===== src/rtl/core/pnmh_pkg.sv =====
package pnmh_pkg;

   // Sequencer phases
   typedef enum logic [3:0] {
      PH_IDLE     = 4'd0,
      PH_HOLD     = 4'd1,
      PH_READY1   = 4'd2,
      PH_READY2   = 4'd3,
      PH_NEG1     = 4'd4,
      PH_STROBE   = 4'd5,
      PH_NEG2     = 4'd6,
      PH_NIB_LOW  = 4'd7,
      PH_NIB_HIGH = 4'd8
   } phase_type;

   // Request kinds carried on tuser
   typedef enum logic {
      ACT_TICK  = 1'b0,
      ACT_START = 1'b1
   } action_type;

   // Register indexes
   typedef enum logic [2:0] {
      REG_REQUEST_BYTE = 3'd0,
      REG_BYTE_LIMIT   = 3'd1,
      REG_RESET_HOLD   = 3'd2,
      REG_READY_TO     = 3'd3,
      REG_NEG_TO       = 3'd4,
      REG_STROBE       = 3'd5,
      REG_NIBBLE_TO    = 3'd6
   } reg_index_type;

   // End codes
   typedef enum logic [2:0] {
      END_NONE      = 3'd0,
      END_LIMIT     = 3'd1,
      END_NIB_TO    = 3'd2,
      END_NOT_READY = 3'd3,
      END_NEG1_FAIL = 3'd4,
      END_NEG2_FAIL = 3'd5
   } end_code_type;

   localparam int TIMER_W = 24;
   localparam int COUNT_W = 16;
   localparam int RSP_DATA_W = 48;

   // Control line bits
   localparam logic [4:0] CT_SEL  = 5'h08;
   localparam logic [4:0] CT_INIT = 5'h04;
   localparam logic [4:0] CT_FEED = 5'h02;
   localparam logic [4:0] CT_STB  = 5'h01;
   localparam logic [4:0] CT_NONE = 5'h00;

   // Status line bits and negotiation patterns
   localparam int         ST_BUSY_BIT = 7;
   localparam int         ST_ACK_BIT  = 6;
   localparam logic [7:0] ST_MASK     = 8'hF8;
   localparam logic [7:0] NEG1_WANT   = 8'h38;
   localparam logic [7:0] NEG2_WANT   = 8'h50;

   // Register reset values
   localparam logic [7:0]         RST_REQUEST_BYTE = 8'h04;
   localparam logic [COUNT_W-1:0] RST_BYTE_LIMIT   = 16'd256;
   localparam logic [TIMER_W-1:0] RST_RESET_HOLD   = 24'd50;
   localparam logic [TIMER_W-1:0] RST_READY_TO     = 24'd1000000;
   localparam logic [TIMER_W-1:0] RST_NEG_TO       = 24'd1000000;
   localparam logic [TIMER_W-1:0] RST_STROBE       = 24'd10000;
   localparam logic [TIMER_W-1:0] RST_NIBBLE_TO    = 24'd500000;

endpackage


===== src/rtl/core/parallel_nibble_mode_host_unit.sv =====
// Host side of a 1284 nibble-mode reverse transfer.
// req channel: one request per tick. tuser = action (0 tick with a status
//   sample, 1 start); tdata = status lines (bit7 BUSY, 6 nACK, 5 PE,
//   4 SELECT, 3 nERROR). A start while a sequence runs is ignored.
// rsp channel: exactly one response per request, showing the state after it:
//   control and data line drive, the byte completed on this tick (tuser = 1),
//   byte count, active flag and the end code of the last sequence.
// csr port: plain write (csr_we, csr_addr, csr_wdata); the user writes only
//   while idle, unchecked by the block. Response: registered, valid in the
//   cycle after acceptance. Throughput: one request per cycle unless
//   stalled; the whole sequencer step (one 24-bit increment and compare, a
//   few pattern matches) sits between state and response registers.
// Stall: the response register holds while rsp_tready is low; req_tready
//   is low only while a response waits and is not taken this cycle.
// Reset: synchronous, active high. Sequencer idle, line drive zero, count
//   and end code zero, registers to their defaults, no response pending.
module parallel_nibble_mode_host_unit (
   input  logic        clock,
   input  logic        reset,
   input  logic        req_tvalid,
   output logic        req_tready,
   input  logic [7:0]  req_tdata,   // [7:0] status_lines
   input  logic        req_tuser,   // [0] action
   output logic        rsp_tvalid,
   input  logic        rsp_tready,
   // [4:0] control_lines, [12:5] data_lines, [20:13] byte_value,
   // [36:21] bytes_received, [37] active, [40:38] end_code, [47:41] zero
   output logic [pnmh_pkg::RSP_DATA_W-1:0] rsp_tdata,
   output logic        rsp_tuser,   // [0] byte_valid
   input  logic        csr_we,
   input  logic [2:0]  csr_addr,
   input  logic [23:0] csr_wdata
);
   import pnmh_pkg::*;

   // configuration registers
   logic [7:0]         request_byte_ff;
   logic [COUNT_W-1:0] byte_limit_ff;
   logic [TIMER_W-1:0] reset_hold_ff, ready_to_ff, neg_to_ff, strobe_ff, nibble_to_ff;

   // sequencer state
   phase_type          phase_ff, phase_in;
   logic [TIMER_W-1:0] timer_ff, timer_in;
   logic [4:0]         control_ff, control_in;
   logic [7:0]         data_ff, data_in;
   logic [3:0]         low_nib_ff, low_nib_in, high_nib_ff, high_nib_in;
   logic               second_ff, second_in;
   logic [COUNT_W-1:0] count_ff, count_in;
   end_code_type       end_ff, end_in;

   // response register
   logic                  rsp_valid_ff;
   logic [RSP_DATA_W-1:0] rsp_data_ff, rsp_data_in;
   logic                  rsp_user_ff;
   logic                  byte_valid;
   logic [7:0]            byte_value;

   logic               accept, start, tick;
   logic [7:0]         st;
   logic               cond, timeout, limit_hit;
   logic [TIMER_W-1:0] timer_inc, limit_sel;
   logic [COUNT_W-1:0] count_inc;
   logic [3:0]         nib;

   assign req_tready = !rsp_valid_ff || rsp_tready;
   assign accept     = req_tvalid && req_tready;
   assign start      = accept && (req_tuser == ACT_START);
   assign tick       = accept && (req_tuser == ACT_TICK);
   assign st         = req_tdata;

   assign timer_inc = timer_ff + 1'b1;
   assign count_inc = count_ff + 1'b1;
   assign timeout   = timer_inc >= limit_sel;
   // nibble = {~BUSY, PE, SELECT, nERROR}
   assign nib       = {~st[ST_BUSY_BIT], st[5:3]};

   // per-phase wait condition and timeout limit
   always_comb begin
      cond      = 1'b0;
      limit_sel = nibble_to_ff;
      unique case (phase_ff)
         PH_HOLD: begin
            limit_sel = reset_hold_ff;
         end
         PH_READY1, PH_READY2: begin
            cond      = !st[ST_BUSY_BIT];
            limit_sel = ready_to_ff;
         end
         PH_NEG1: begin
            cond      = (st & ST_MASK) == NEG1_WANT;
            limit_sel = neg_to_ff;
         end
         PH_STROBE: begin
            limit_sel = strobe_ff;
         end
         PH_NEG2: begin
            cond      = (st & ST_MASK) == NEG2_WANT;
            limit_sel = neg_to_ff;
         end
         PH_NIB_LOW: begin
            cond = !st[ST_ACK_BIT];
         end
         PH_NIB_HIGH: begin
            cond = st[ST_ACK_BIT];
         end
         default: begin
            cond = 1'b0;
         end
      endcase
   end

   // byte limit check at the start of each byte (count after this tick)
   assign limit_hit = (phase_ff == PH_NIB_HIGH) ? (count_inc >= byte_limit_ff)
                                                : (count_ff >= byte_limit_ff);

   // next phase
   always_comb begin
      phase_in = phase_ff;
      if (start) begin
         if (phase_ff == PH_IDLE) begin
            phase_in = PH_HOLD;
         end
      end else if (tick) begin
         unique case (phase_ff)
            PH_IDLE:   phase_in = PH_IDLE;
            PH_HOLD:   if (timeout) phase_in = PH_READY1;
            PH_READY1: begin
               if (cond) phase_in = PH_READY2;
               else if (timeout) phase_in = PH_IDLE;
            end
            PH_READY2: begin
               if (cond) phase_in = PH_NEG1;
               else if (timeout) phase_in = PH_IDLE;
            end
            PH_NEG1: begin
               if (cond) phase_in = PH_STROBE;
               else if (timeout) phase_in = PH_IDLE;
            end
            PH_STROBE: if (timeout) phase_in = PH_NEG2;
            PH_NEG2: begin
               if (cond) phase_in = limit_hit ? PH_IDLE : PH_NIB_LOW;
               else if (timeout) phase_in = PH_IDLE;
            end
            PH_NIB_LOW: begin
               if (cond) phase_in = PH_NIB_HIGH;
               else if (timeout) phase_in = PH_IDLE;
            end
            PH_NIB_HIGH: begin
               if (cond) begin
                  if (!second_ff) phase_in = PH_NIB_LOW;
                  else phase_in = limit_hit ? PH_IDLE : PH_NIB_LOW;
               end else if (timeout) begin
                  phase_in = PH_IDLE;
               end
            end
            default: phase_in = PH_IDLE;
         endcase
      end
   end

   // datapath and outputs
   always_comb begin
      timer_in    = timer_ff;
      control_in  = control_ff;
      data_in     = data_ff;
      low_nib_in  = low_nib_ff;
      high_nib_in = high_nib_ff;
      second_in   = second_ff;
      count_in    = count_ff;
      end_in      = end_ff;
      byte_valid  = 1'b0;
      byte_value  = 8'h00;
      if (start) begin
         if (phase_ff == PH_IDLE) begin
            control_in = CT_SEL | CT_INIT;
            timer_in   = '0;
            count_in   = '0;
            second_in  = 1'b0;
            end_in     = END_NONE;
         end
      end else if (tick && (phase_ff != PH_IDLE)) begin
         // every exit from a wait clears the timer
         timer_in = (cond || timeout) ? '0 : timer_inc;
         case (phase_ff)
            PH_HOLD: if (timeout) control_in = CT_SEL;
            PH_READY1: begin
               if (cond) data_in = request_byte_ff;
               else if (timeout) end_in = END_NOT_READY;
            end
            PH_READY2: begin
               if (cond) control_in = CT_FEED;
               else if (timeout) end_in = END_NOT_READY;
            end
            PH_NEG1: begin
               if (cond) control_in = CT_FEED | CT_STB;
               else if (timeout) end_in = END_NEG1_FAIL;
            end
            PH_STROBE: if (timeout) control_in = CT_NONE;
            PH_NEG2: begin
               if (cond) begin
                  if (limit_hit) begin
                     end_in = END_LIMIT;
                  end else begin
                     second_in  = 1'b0;
                     control_in = CT_FEED;
                  end
               end else if (timeout) begin
                  end_in = END_NEG2_FAIL;
               end
            end
            PH_NIB_LOW: begin
               if (cond) begin
                  if (second_ff) high_nib_in = nib;
                  else low_nib_in = nib;
                  control_in = CT_NONE;
               end else if (timeout) begin
                  end_in = END_NIB_TO;
               end
            end
            PH_NIB_HIGH: begin
               if (cond) begin
                  if (!second_ff) begin
                     second_in  = 1'b1;
                     control_in = CT_FEED;
                  end else begin
                     byte_valid = 1'b1;
                     byte_value = {high_nib_ff, low_nib_ff};
                     count_in   = count_inc;
                     if (limit_hit) begin
                        end_in = END_LIMIT;
                     end else begin
                        second_in  = 1'b0;
                        control_in = CT_FEED;
                     end
                  end
               end else if (timeout) begin
                  end_in = END_NIB_TO;
               end
            end
            default: timer_in = '0;
         endcase
      end
   end

   assign rsp_data_in = {7'b0, end_in, (phase_in != PH_IDLE), count_in, byte_value,
                         data_in, control_in};

   always_ff @(posedge clock) begin
      if (reset) begin
         request_byte_ff <= RST_REQUEST_BYTE;
         byte_limit_ff   <= RST_BYTE_LIMIT;
         reset_hold_ff   <= RST_RESET_HOLD;
         ready_to_ff     <= RST_READY_TO;
         neg_to_ff       <= RST_NEG_TO;
         strobe_ff       <= RST_STROBE;
         nibble_to_ff    <= RST_NIBBLE_TO;
      end else if (csr_we) begin
         case (csr_addr)
            REG_REQUEST_BYTE: request_byte_ff <= csr_wdata[7:0];
            REG_BYTE_LIMIT:   byte_limit_ff   <= csr_wdata[COUNT_W-1:0];
            REG_RESET_HOLD:   reset_hold_ff   <= csr_wdata;
            REG_READY_TO:     ready_to_ff     <= csr_wdata;
            REG_NEG_TO:       neg_to_ff       <= csr_wdata;
            REG_STROBE:       strobe_ff       <= csr_wdata;
            REG_NIBBLE_TO:    nibble_to_ff    <= csr_wdata;
            default: ;  // index outside the register list: dropped
         endcase
      end
   end

   always_ff @(posedge clock) begin
      if (reset) begin
         phase_ff    <= PH_IDLE;
         timer_ff    <= '0;
         control_ff  <= CT_NONE;
         data_ff     <= 8'h00;
         low_nib_ff  <= 4'h0;
         high_nib_ff <= 4'h0;
         second_ff   <= 1'b0;
         count_ff    <= '0;
         end_ff      <= END_NONE;
      end else if (accept) begin
         phase_ff    <= phase_in;
         timer_ff    <= timer_in;
         control_ff  <= control_in;
         data_ff     <= data_in;
         low_nib_ff  <= low_nib_in;
         high_nib_ff <= high_nib_in;
         second_ff   <= second_in;
         count_ff    <= count_in;
         end_ff      <= end_in;
      end
   end

   // response register: loads on every accepted request
   always_ff @(posedge clock) begin
      if (reset) begin
         rsp_valid_ff <= 1'b0;
      end else if (accept) begin
         rsp_valid_ff <= 1'b1;
      end else if (rsp_tready) begin
         rsp_valid_ff <= 1'b0;
      end
   end

   always_ff @(posedge clock) begin
      if (accept) begin
         rsp_data_ff <= rsp_data_in;
         rsp_user_ff <= byte_valid;
      end
   end

   assign rsp_tvalid = rsp_valid_ff;
   assign rsp_tdata  = rsp_data_ff;
   assign rsp_tuser  = rsp_user_ff;

`ifndef SYNTHESIS
   // an idle sequencer always has a cleared wait timer
   a_idle_timer: assert property (@(posedge clock) disable iff (reset)
      (phase_ff == PH_IDLE) |-> (timer_ff == '0))
      else $error("wait timer not cleared while idle");

   // nStrobe phase drives FEED and STB
   a_strobe_drive: assert property (@(posedge clock) disable iff (reset)
      (phase_ff == PH_STROBE) |-> (control_ff == (CT_FEED | CT_STB)))
      else $error("strobe phase with wrong control drive");

   // a completed second nibble produces a byte response next cycle
   a_byte_out: assert property (@(posedge clock) disable iff (reset)
      (tick && (phase_ff == PH_NIB_HIGH) && second_ff && st[ST_ACK_BIT])
      |=> (rsp_tvalid && rsp_tuser))
      else $error("completed byte not reported");
`endif

endmodule


===== config.mk =====
export PLATFORM = sky130hd
export DESIGN_NAME = parallel_nibble_mode_host_unit
export DESIGN_NICKNAME = d
export VERILOG_FILES = /design/src/rtl/core/pnmh_pkg.sv /design/src/rtl/core/parallel_nibble_mode_host_unit.sv
export SDC_FILE = /design/constraint.sdc
export NUM_CORES = 1
export LEC_CHECK = 0
export ABC_AREA = 1
export BUFFER_PORTS_ARGS = -buffer_cell sky130_fd_sc_hd__buf_4
export CAP_MARGIN = 20
export CORE_MARGIN = 2
export CORE_UTILIZATION = 65
export DETAILED_ROUTE_END_ITERATION = 10
export GPL_TIMING_DRIVEN = 1
export PLACE_DENSITY = 0.85
export SETUP_SLACK_MARGIN = 0.4
export SYNTH_ARGS = -nofsm -noshare
export SYNTH_HDL_FRONTEND = slang
export SYNTH_SLANG_ARGS = --single-unit

===== constraint.sdc =====
create_clock -name clock -period 6.3 [get_ports clock]
set_input_delay 0.63 -clock clock [delete_from_list [all_inputs] [get_ports clock]]
set_output_delay 0.63 -clock clock [all_outputs]
set_load 0.02 [all_outputs]

# ---- After elaboration in Yosys (flattened, before gate mapping)
# Index checks and enable logic that the tools add are counted.
dict set report op_classes {
  n_bitwise 7
  n_eq_ne 20
  n_lt_le_gt_ge 3
  reduce_logical 32
  n_shift 0
  n_addsub 2
  mux 73
  mul 0
  div 0
}
# cell count
set ops {}
lappend ops {{24-bit 2-to-1 mux} 5}
lappend ops {{16-bit 2-to-1 mux} 6}
lappend ops {{24-bit one-hot mux with 4 select lines} 1}
lappend ops {{5-bit 2-to-1 mux} 12}
lappend ops {{3-bit 2-to-1 mux} 16}
lappend ops {{4-bit 2-to-1 mux} 12}
lappend ops {{5-bit one-hot mux with 7 select lines} 1}
lappend ops {{16-bit >= comparator} 2}
lappend ops {{8-bit 2-to-1 mux} 4}
lappend ops {{4-bit one-hot mux with 8 select lines} 1}
lappend ops {{24-bit by 1-bit adder with 24-bit output (second input constant)} 1}
lappend ops {{24-bit >= comparator} 1}
lappend ops {{16-bit by 1-bit adder with 16-bit output (second input constant)} 1}
lappend ops {{4-bit by 3-bit == test with 1-bit output (second input constant)} 4}
lappend ops {{3-bit one-hot mux with 5 select lines} 1}
lappend ops {{2-bit AND reduction} 7}
lappend ops {{1-bit 2-to-1 mux} 12}
lappend ops {{6-bit AND reduction} 2}
lappend ops {{3-bit == test (second input constant)} 3}
lappend ops {{3-bit != test (second input constant)} 3}
lappend ops {{4-bit by 2-bit == test with 1-bit output (second input constant)} 2}
lappend ops {{4-bit nonzero test} 2}
lappend ops {{8-bit OR reduction} 1}
lappend ops {{1-bit inverter} 7}
lappend ops {{other kinds (21)} 30}
dict set report word_totals {
  mem_bits_rw 0
  reg_bits 256
  romBits 0
  memories 0
  elab_cells 157
  input_bits 41
  latchBits 0
}

# ---- Depth between registers and ports, before layout
# Gate-level depths: netlist of the first run.
dict set report logic_depth {
  word_depth 10
  mapped_depth 28
}

# ---- Worst setup path after synthesis of the first run
# No wires, ideal clock.
dict set report synth_path {
  path_kind {register -> register}
  startpoint {register phase_ff[3]}
  endpoint {register timer_ff[20]}
  stages_incl_launch_ff 23
  setup_time_ns 0.071
  setup_slack_ns 2.916
  synth_period_minus_slack_ns 3.384
  arrival_time_ns 3.313
  required_ns 6.229
  path_cell_list {dfxtp_1 buf_4 nor2_1 nand2_1 clkinv_1 clkbuf_1 clkbuf_1 nand2_1 nand4_1 a21oi_1 ha_1 a21oi_1 o21ai_0 nand2_1 nand2_1 a21oi_1 nand3_1 inv_1 nand2_1 nor2_2 buf_2 nand2_1 a21oi_1}
}
dict set report synth_via {
  elab_chain_len 9
  word_cells_on_any_way 25
}
# element line
set synth_lines {}
lappend synth_lines {{start: declaration} parallel_nibble_mode_host_unit.sv:42} ;# phase_type phase_ff, phase_in;
lappend synth_lines {{start signal: assignment} parallel_nibble_mode_host_unit.sv:283} ;# phase_ff <= phase_in;
lappend synth_lines {{4-bit by 3-bit == test with 1-bit output or 4-bit by 2-bit == test with 1-bit output (tied branches)} {parallel_nibble_mode_host_unit.sv:81, parallel_nibble_mode_host_unit.sv:184}}
lappend synth_lines {{2-bit OR reduction (no source line)} --}
lappend synth_lines {{24-bit one-hot mux with 4 select lines} parallel_nibble_mode_host_unit.sv:81} ;# unique case (phase_ff)
lappend synth_lines {{24-bit >= comparator} parallel_nibble_mode_host_unit.sv:73} ;# assign timeout = timer_inc >= limit_sel;
lappend synth_lines {{1-bit logical OR} parallel_nibble_mode_host_unit.sv:183} ;# timer_in = (cond || timeout) ? '0 : timer_inc;
lappend synth_lines {{24-bit 2-to-1 mux} parallel_nibble_mode_host_unit.sv:183}
lappend synth_lines {{24-bit 2-to-1 mux} parallel_nibble_mode_host_unit.sv:184} ;# case (phase_ff)
lappend synth_lines {{24-bit 2-to-1 mux} parallel_nibble_mode_host_unit.sv:181} ;# end else if (tick && (phase_ff != PH_IDLE)) begin
lappend synth_lines {{24-bit 2-to-1 mux} parallel_nibble_mode_host_unit.sv:173} ;# if (start) begin
lappend synth_lines {{end signal: assignment} parallel_nibble_mode_host_unit.sv:284} ;# timer_ff <= timer_in;
lappend synth_lines {{end: declaration} parallel_nibble_mode_host_unit.sv:43} ;# logic [TIMER_W-1:0] timer_ff, timer_in;
# Parallel ways exist; a longest one is shown, timed or not. The select of a mux whose other input is x is not followed.
# A chain may end at the register's enable or synchronous reset.

# ---- Worst setup path after layout of the first run
dict set report layout_path {
  startpoint {register phase_ff[3]}
  endpoint {register timer_ff[21]}
}
# Same word-level chain as after synthesis.

==> flow_summary.toml, run 1 <==
[placed_design]
placed_cells_incl_taps = 2023
place_area_um2 = 13490
dpl_worst_slack_ps = 1393
gp_congestion = 0.8921
io_buffers = 81
dp_hpwl_um = 21430

[setup_path]
critPathKind = "reg2reg"
cp_common_cell = "nand2_1"
slowest_stage = "nor2_2"
path_depth = 19
worstRegToRegCells = 19
arrival_ps = 5600
cp-start-kind = "flop"
crit_required_ps = 6770
critPathMaxStageDelay_ps = 760
crit_chain = "inv_1, nand3_1, inv_2, nor3_2, buf_4, inv_1, o21ai_0, ha_1, a21oi_1, o21ai_0, nand2_1, nand2_1, a21oi_1, nand3_1, inv_1, nand2_1, nor2_2, nand2_1, a21oi_1"
reg2reg_from = "phase_ff[3]$_SDFFE_PP0P_"
end_kind = "flop"
critPathTopFamily = "simple AND/OR/NAND/NOR gates"
worst-path-buf-inv = 5
startpoint = "phase_ff[3]$_SDFFE_PP0P_"
path_max_fanout = 27

[route]
dr.pass1.iters = 7
finalWirelength_um = 32560
num_vias = 11549
drtAntennaViolNets = 0
wl_per_cell_um = 15.71
drc = 0
viasPerCell = 5.571
initialDrtViolationCount = 1036

[sta]
rsz0062_at_grt = "false"
finalCritPeriodShare_pct = 81.42
setup_ws_ps = 1170
setup_tns_ps = 0
slew_violations = 0
min_period_ps = 5130
setup_viol = 0
finalHoldViolCount = 0
fin_skew_ps = 17.88
fmax_mhz = 194.9
tightestPinTransition_ps = 1040
max_slew_margin_pct = 30.57

[synth]
synth_seq_cells = 256
synth_area_um2 = 12780
yosysWarningCount = 0
synth_simple_gate_area_share_pct = 26.74
synth_top_family_by_area = "simple AND/OR/NAND/NOR gates"
synthXorXnorAreaFrac_pct = 2.448
yosys.area.top_type = "dfxtp_1"
syn_avg_cell_area_um2 = 7.356
ys_seq_area_share_pct = 43.40
synthAdderAreaFrac_pct = 5.680
yosysUniqueCellTypes = 51
synth_top_area_share_pct = 33.53
netlist_instances = 1737
synthFlopType = "dfxtp_1"
synthMuxAreaShare_pct = 0
synthArstFlopShare_pct = 0
synth-compound-area-share_pct = 13.76
synthTopCellsByArea = "dfxtp_1 (34%), nand2_1 (11%), edfxtp_1 (9.9%)"
synth_edf_count = 42

[clocking]
root_buffer = "clkbuf_16"
cts.sinks = 256
cts_resized = 0
htree_num_levels = 1
post_cts_buffers = 0
clock_latency_ps = 550
cts_made_buffers = 26
path_clk_slew_ps = 60
cts_tree = "built"
clk_path_buf_depth = 3
holdBufCountCts = 0

[layout]
fillers = 1540
final_cell_mix = "nand2_1 (361), nor2_1 (282), dfxtp_1 (214), inv_1 (160), o21ai_0 (156)"
layout.cells.non_filler = 2073
areaGrowthSynthToFinish_pct = 12.54
drive_above_1_share_pct = 10.85
finalInstanceArea_um2 = 14380
finalNetCount = 1886
layout_commonest_cell = "nand2_1"
ff_latch_area_um2 = 5545
multi_input_area_um2 = 6250

[grt]
busiest_layer = "met2"
grt_first_pass_wirelength_um = 53110
grt_usage_pct = 31.74
antenna_found_initial = 1
grt-ovfl-total = 0
grt_max_degree = 84
grtUsageMet2_pct = 55.09
met1_usage_pct = 40.82
grt_pass1_vias = 10900
grt_use_met3_pct = 4.470

[hold_path]
worstHoldPathType = "in2reg"
worstHoldPathCells = 2
hp-start = "req_tdata[7]"

[power]
p_leak_nw = 6.445
p_per_area_nw_per_um2 = 248.1
vdd_drop_max_mv = 0.2506

[floorplanning]
die_w_um = 144.2
die_area_um2 = 20800
core_um2 = 19400
io_pins = 92
initial_core_util_pct = 65.87
row_count = 51
die_h_um = 144.2

[job]
cap_viol_max_count = 0

[run_status]
status = "finished clean"
## cells by family (layout without fill, tap and decap cells)
| logic type | count (synthesis) | count (layout) |
|---|---|---|
| buffers and inverters | 255 | 319 |
| and+or+nand+nor | 802 | 802 |
| other | 1 | 8 |
| AOI/OAI and AO/OA | 331 | 331 |
| adders and majority gates | 58 | 58 |
| DFF | 256 | 256 |
| xor gates and xnor gates | 34 | 34 |
## synth_stat cells, types with 14 or more instances
library cell / number
nand4_1: 29
ha_1: 58
inv_1: 161
clkbuf_1: 61
nand3_1: 73
nor2_1: 284
xor2_1: 26
inv_2: 14
o21ai_0: 156
dfxtp_1: 214
edfxtp_1: 42
a21oi_1: 123
o21ai_1: 21
nand2_1: 361
## through the flow
step / hold slack [ps] / total power, W / utilization (%)
CTS: 281.7 / 0.003577 / 74.04
global route: 286.0 / 0.003679 / 74.12
global placement: 434.2 / 0.002023 / 69.54
detailed placement: 438.8 / 0.002033 / 69.54
finish: 293.4 / 0.003567 / 74.13
floorplan: 423.6 / 0.001929 / -
## area by class of cell
class	instances	area share (%)
inverter	177	4.629
tap	265	2.306
multi-input combinational	1232	43.46
antenna	1	0.01740
timing repair buffer	94	4.960
clock inverter	9	0.8527
clock buffer	39	5.212
sequential	256	38.56
## where the power goes
group	switching [W]	leakage, nW	internal (W)
Clock	0.000655	0.427	0.000909
Combinational	0.000189	3.86	0.0000843
Sequential	0.0000211	2.16	0.00171
Total	0.000865	6.44	0.00270
## worst reg2reg max path: stages, from the launching register on
cell and delay [ps]:
dfxtp_1 530, inv_1 130, nand3_1 170, inv_2 290, nor3_2 250, buf_4 260, inv_1 340, o21ai_0 460
ha_1 330, a21oi_1 150, o21ai_0 100, nand2_1 70, nand2_1 50, a21oi_1 250, nand3_1 300, inv_1 180
nand2_1 150, nor2_2 760, nand2_1 150, a21oi_1 160
## routing by layer
layer,part of all wire [%],wire length [um]
met1,42,13810
met2,48,15520
met3,7.0,2286
met4,2.9,937
met5,0,0
## flip-flops by register name, indices dropped and copies added (netlist names), 24 cells and up
name           cells
rsp_tdata         41
neg_to_ff         24
nibble_to_ff      24
ready_to_ff       24
reset_hold_ff     24
strobe_ff         24
timer_ff          24
## path summary, 6_finish.rpt
check,slack [ps],endpoint
worst max register to register,1170,timer_ff[21]$_SDFFE_PP0P_
worst min-delay path,290,low_nib_ff[3]$_SDFFE_PP0P_
worst max-delay path,1170,timer_ff[21]$_SDFFE_PP0P_
worst min register to register,450,nibble_to_ff[13]$_SDFFE_PP1P_
Note: power is estimated with default switching activity, not from simulation.
==> run 2, diff against run 1 <==
- ABC_AREA: 1 -> 0
- CORE_UTILIZATION: 65 -> 55
- PLACE_DENSITY: 0.85 -> 0.77
- clock period: 6.3 -> 4.55 ns (I/O delays scaled with it)
==> run 2 against run 1 <==
- routed wire length rose by 0.44%
- non-clock buffer count is 26 higher
- register-to-register slack worse by 630 ps
- flip-flop and latch count unchanged
- critical path depth shrank 4
- maximum frequency grew 28%
- first-iteration DRC count shrank 9.7%
- clock skew fell by 4.1 ps
- total power grew 38%
- sequential share of layout area increased by 0.14 points
- global-route usage shrank 4.7 points
- synthesized cell count is 15% lower
- largest cell class unchanged
==> flow_summary.toml, run 2 <==
[run_status]
status = "finished clean"

[floorplanning]
row_count = 54
initial_core_util_pct = 56.22
die_w_um = 153.8
core_um2 = 21960
die_h_um = 153.8
die_area_um2 = 23660
io_pins = 92

[power]
p_total_w = 0.004926
p_leak_nw = 5.619
p_per_area_nw_per_um2 = 342.7
vdd_drop_max_mv = 0.3196

[layout]
largest_register_ffs = 41
layout_commonest_cell = "nand2_1"
final_cell_mix = "nand2_1 (381), dfxtp_1 (204), a21oi_1 (180), buf_4 (113)"
drive_above_1_share_pct = 14.39
finalNetCount = 1648
areaGrowthSynthToFinish_pct = 16.43
insertedDiodeCount = 0
finalInstanceArea_um2 = 14370

[synth]
syn_avg_cell_area_um2 = 8.318
synth_commonest_cells = "nand2_1 (383), dfxtp_1 (214), a21oi_1 (181), clkbuf_1 (70), nand3_1 (63)"
yosys.area.top_type = "dfxtp_1"
ys_seq_area_share_pct = 44.92
synth_seq_cells = 256
synthFlopType = "dfxtp_1"
yosysWarningCount = 0
synth_edf_count = 42
synth_area_um2 = 12340
yosysUniqueCellTypes = 73
netlist_instances = 1484
synthArstFlopShare_pct = 0
synthTopCellsByArea = "dfxtp_1 (35%), nand2_1 (12%), edfxtp_1 (10%)"
yosysMostFrequentCell = "nand2_1"
synth_top_area_share_pct = 34.71

[hold_path]
worstHoldEndpoint = "low_nib_ff[3]$_SDFFE_PP0P_"
worstHoldPathCells = 2
hp-start = "req_tdata[7]"
worstHoldPathType = "in2reg"

[clocking]
holdBufCountCts = 0
cts_tree = "built"
root_buffer = "clkbuf_16"
cts_made_buffers = 27
path_clk_slew_ps = 60
clk_path_buf_depth = 3
cts.sinks = 256
clock_latency_ps = 560
htree_num_levels = 1

[sta]
setup_tns_ps = 0
fin_skew_ps = 13.81
slew_violations = 0
min_period_ps = 4006
fmax_mhz = 249.6
setup_ws_ps = 543.7
rsz0062_at_grt = "false"
finalCritPeriodShare_pct = 88.05
setup_viol = 0
tightestPinTransition_ps = 1155
finalHoldViolCount = 0
max_slew_margin_pct = 23.01

[placed_design]
dpl_worst_slack_ps = 137.8
io_buffers = 81
dp_hpwl_um = 21780
gp_congestion = 0.9232
place_area_um2 = 13250

[route]
finalWirelength_um = 32700
viasPerCell = 5.942
wl_per_cell_um = 17.68
num_vias = 10993
initialDrtViolationCount = 935
dr.pass1.iters = 6
drc = 0
drtAntennaViolNets = 0

[grt]
grt_max_degree = 90
grt_first_pass_wirelength_um = 52480
antenna_found_initial = 0
grt_pass1_vias = 10450
grt_usage_pct = 27.04
grt-ovfl-total = 0

[job]
cap_viol_max_count = 0

[setup_path]
critPathKind = "reg2reg"
reg2reg_from = "count_ff[2]$_SDFFE_PP0P_"
critPathMaxStageDelay_ps = 500
r2r-end = "rsp_tdata[37]$_DFFE_PP_"
crit_required_ps = 4840
arrival_ps = 4300
r2r_slack_ps = 540
slowest_stage = "or4_1"
crit_chain = "nand3_2, nor2_4, and3_1, and3_1, nand3_1, xnor2_1, ha_1, and4_4, nand2_1, or4_1, nand3_2, nand2_2, nor4_2, o32ai_1, or4_1"
cp-start-kind = "flop"
worstRegToRegCells = 15
end_kind = "flop"
path_max_fanout = 6
-- run 2: final cells by class --
type | instances | area [um2]
clock buffers | 40 | 764.5
repair buffers | 120 | 960.9
fillers | 1864 | 7586
inverters | 29 | 108.9
clock inverters | 10 | 141.4
flip-flops and latches | 256 | 5563
well taps | 280 | 350.3
multi-input cells | 1115 | 6484
-- run 2: critical path, delay by kind of cell, from the launching register on --
kind,cells,cell delay [ps]
simple gates,12,2750
compound gates,1,130
flops,1,400
fa+ha+maj,1,300
xor+xnor,1,150
-- run 2: per-stage QoR --
step / util [%] / cells / hold slack (ps)
floorplan: - / 1490 / 424.1
global placement: 60.25 / 1793 / 434.1
detailed placement: 60.32 / 1794 / 442.7
CTS: 64.64 / 1844 / 118.2
global route: 65.45 / 1850 / 137.5
finish: 65.45 / 1850 / 137.6
-- run 2: routing by layer --
| layer | wire length (um) | global-route usage (%) |
|---|---|---|
| met4 | 1069 | 9.257 |
| met3 | 2139 | 3.410 |
| met1 | 13820 | 35.36 |
| met2 | 15680 | 46.48 |
| met5 | 0 | 0 |
-- run 2: report_power, final --
part	internal (W)	switching, W
clock	0.00134	0.000917
combinational	0.0000962	0.000204
sequential	0.00235	0.0000226
total	0.00378	0.00114
-- run 2: how the worst max path moves through the flow --
stage	start	slack, ps	cells after the start	end
2_1_floorplan	timer_ff[0]$_SDFFE_PP0P_	420	17	rsp_tdata[37]$_DFFE_PP_
3_3_place_gp	count_ff[0]$_SDFFE_PP0P_	300	16	rsp_tdata[37]$_DFFE_PP_
3_5_place_dp	timer_ff[0]$_SDFFE_PP0P_	140	18	rsp_tdata[37]$_DFFE_PP_
4_1_cts	timer_ff[0]$_SDFFE_PP0P_	370	18	rsp_tdata[37]$_DFFE_PP_
5_1_grt	count_ff[0]$_SDFFE_PP0P_	350	16	rsp_tdata[37]$_DFFE_PP_
6_report	count_ff[2]$_SDFFE_PP0P_	540	15	rsp_tdata[37]$_DFFE_PP_
-- run 2: repair_timing --
action                                 4_1_cts  5_1_grt
buffers inserted                             0        4
setup endpoints to repair                   29       43
cloned                                       0        0
endpoints found under the hold margin        0        0
gates resized for setup                     14       33
pin swaps                                    1        8
-- run 2: cell families (layout without fill, tap and decap cells) --
family                   after synthesis  in the layout  share of synthesized area, %
adder cells (fa/ha/maj)               58             58                         5.879
AND/OR/NAND/NOR                      638            638                         23.18
buffers and inverters                119            199                         4.075
flip-flops                           256            256                         44.92
multiplexers                          17             17                         1.460
AO/OA/AOI/OAI                        359            359                         17.90
XOR/XNOR                              36             36                         2.554
other                                  1              7                       0.03038
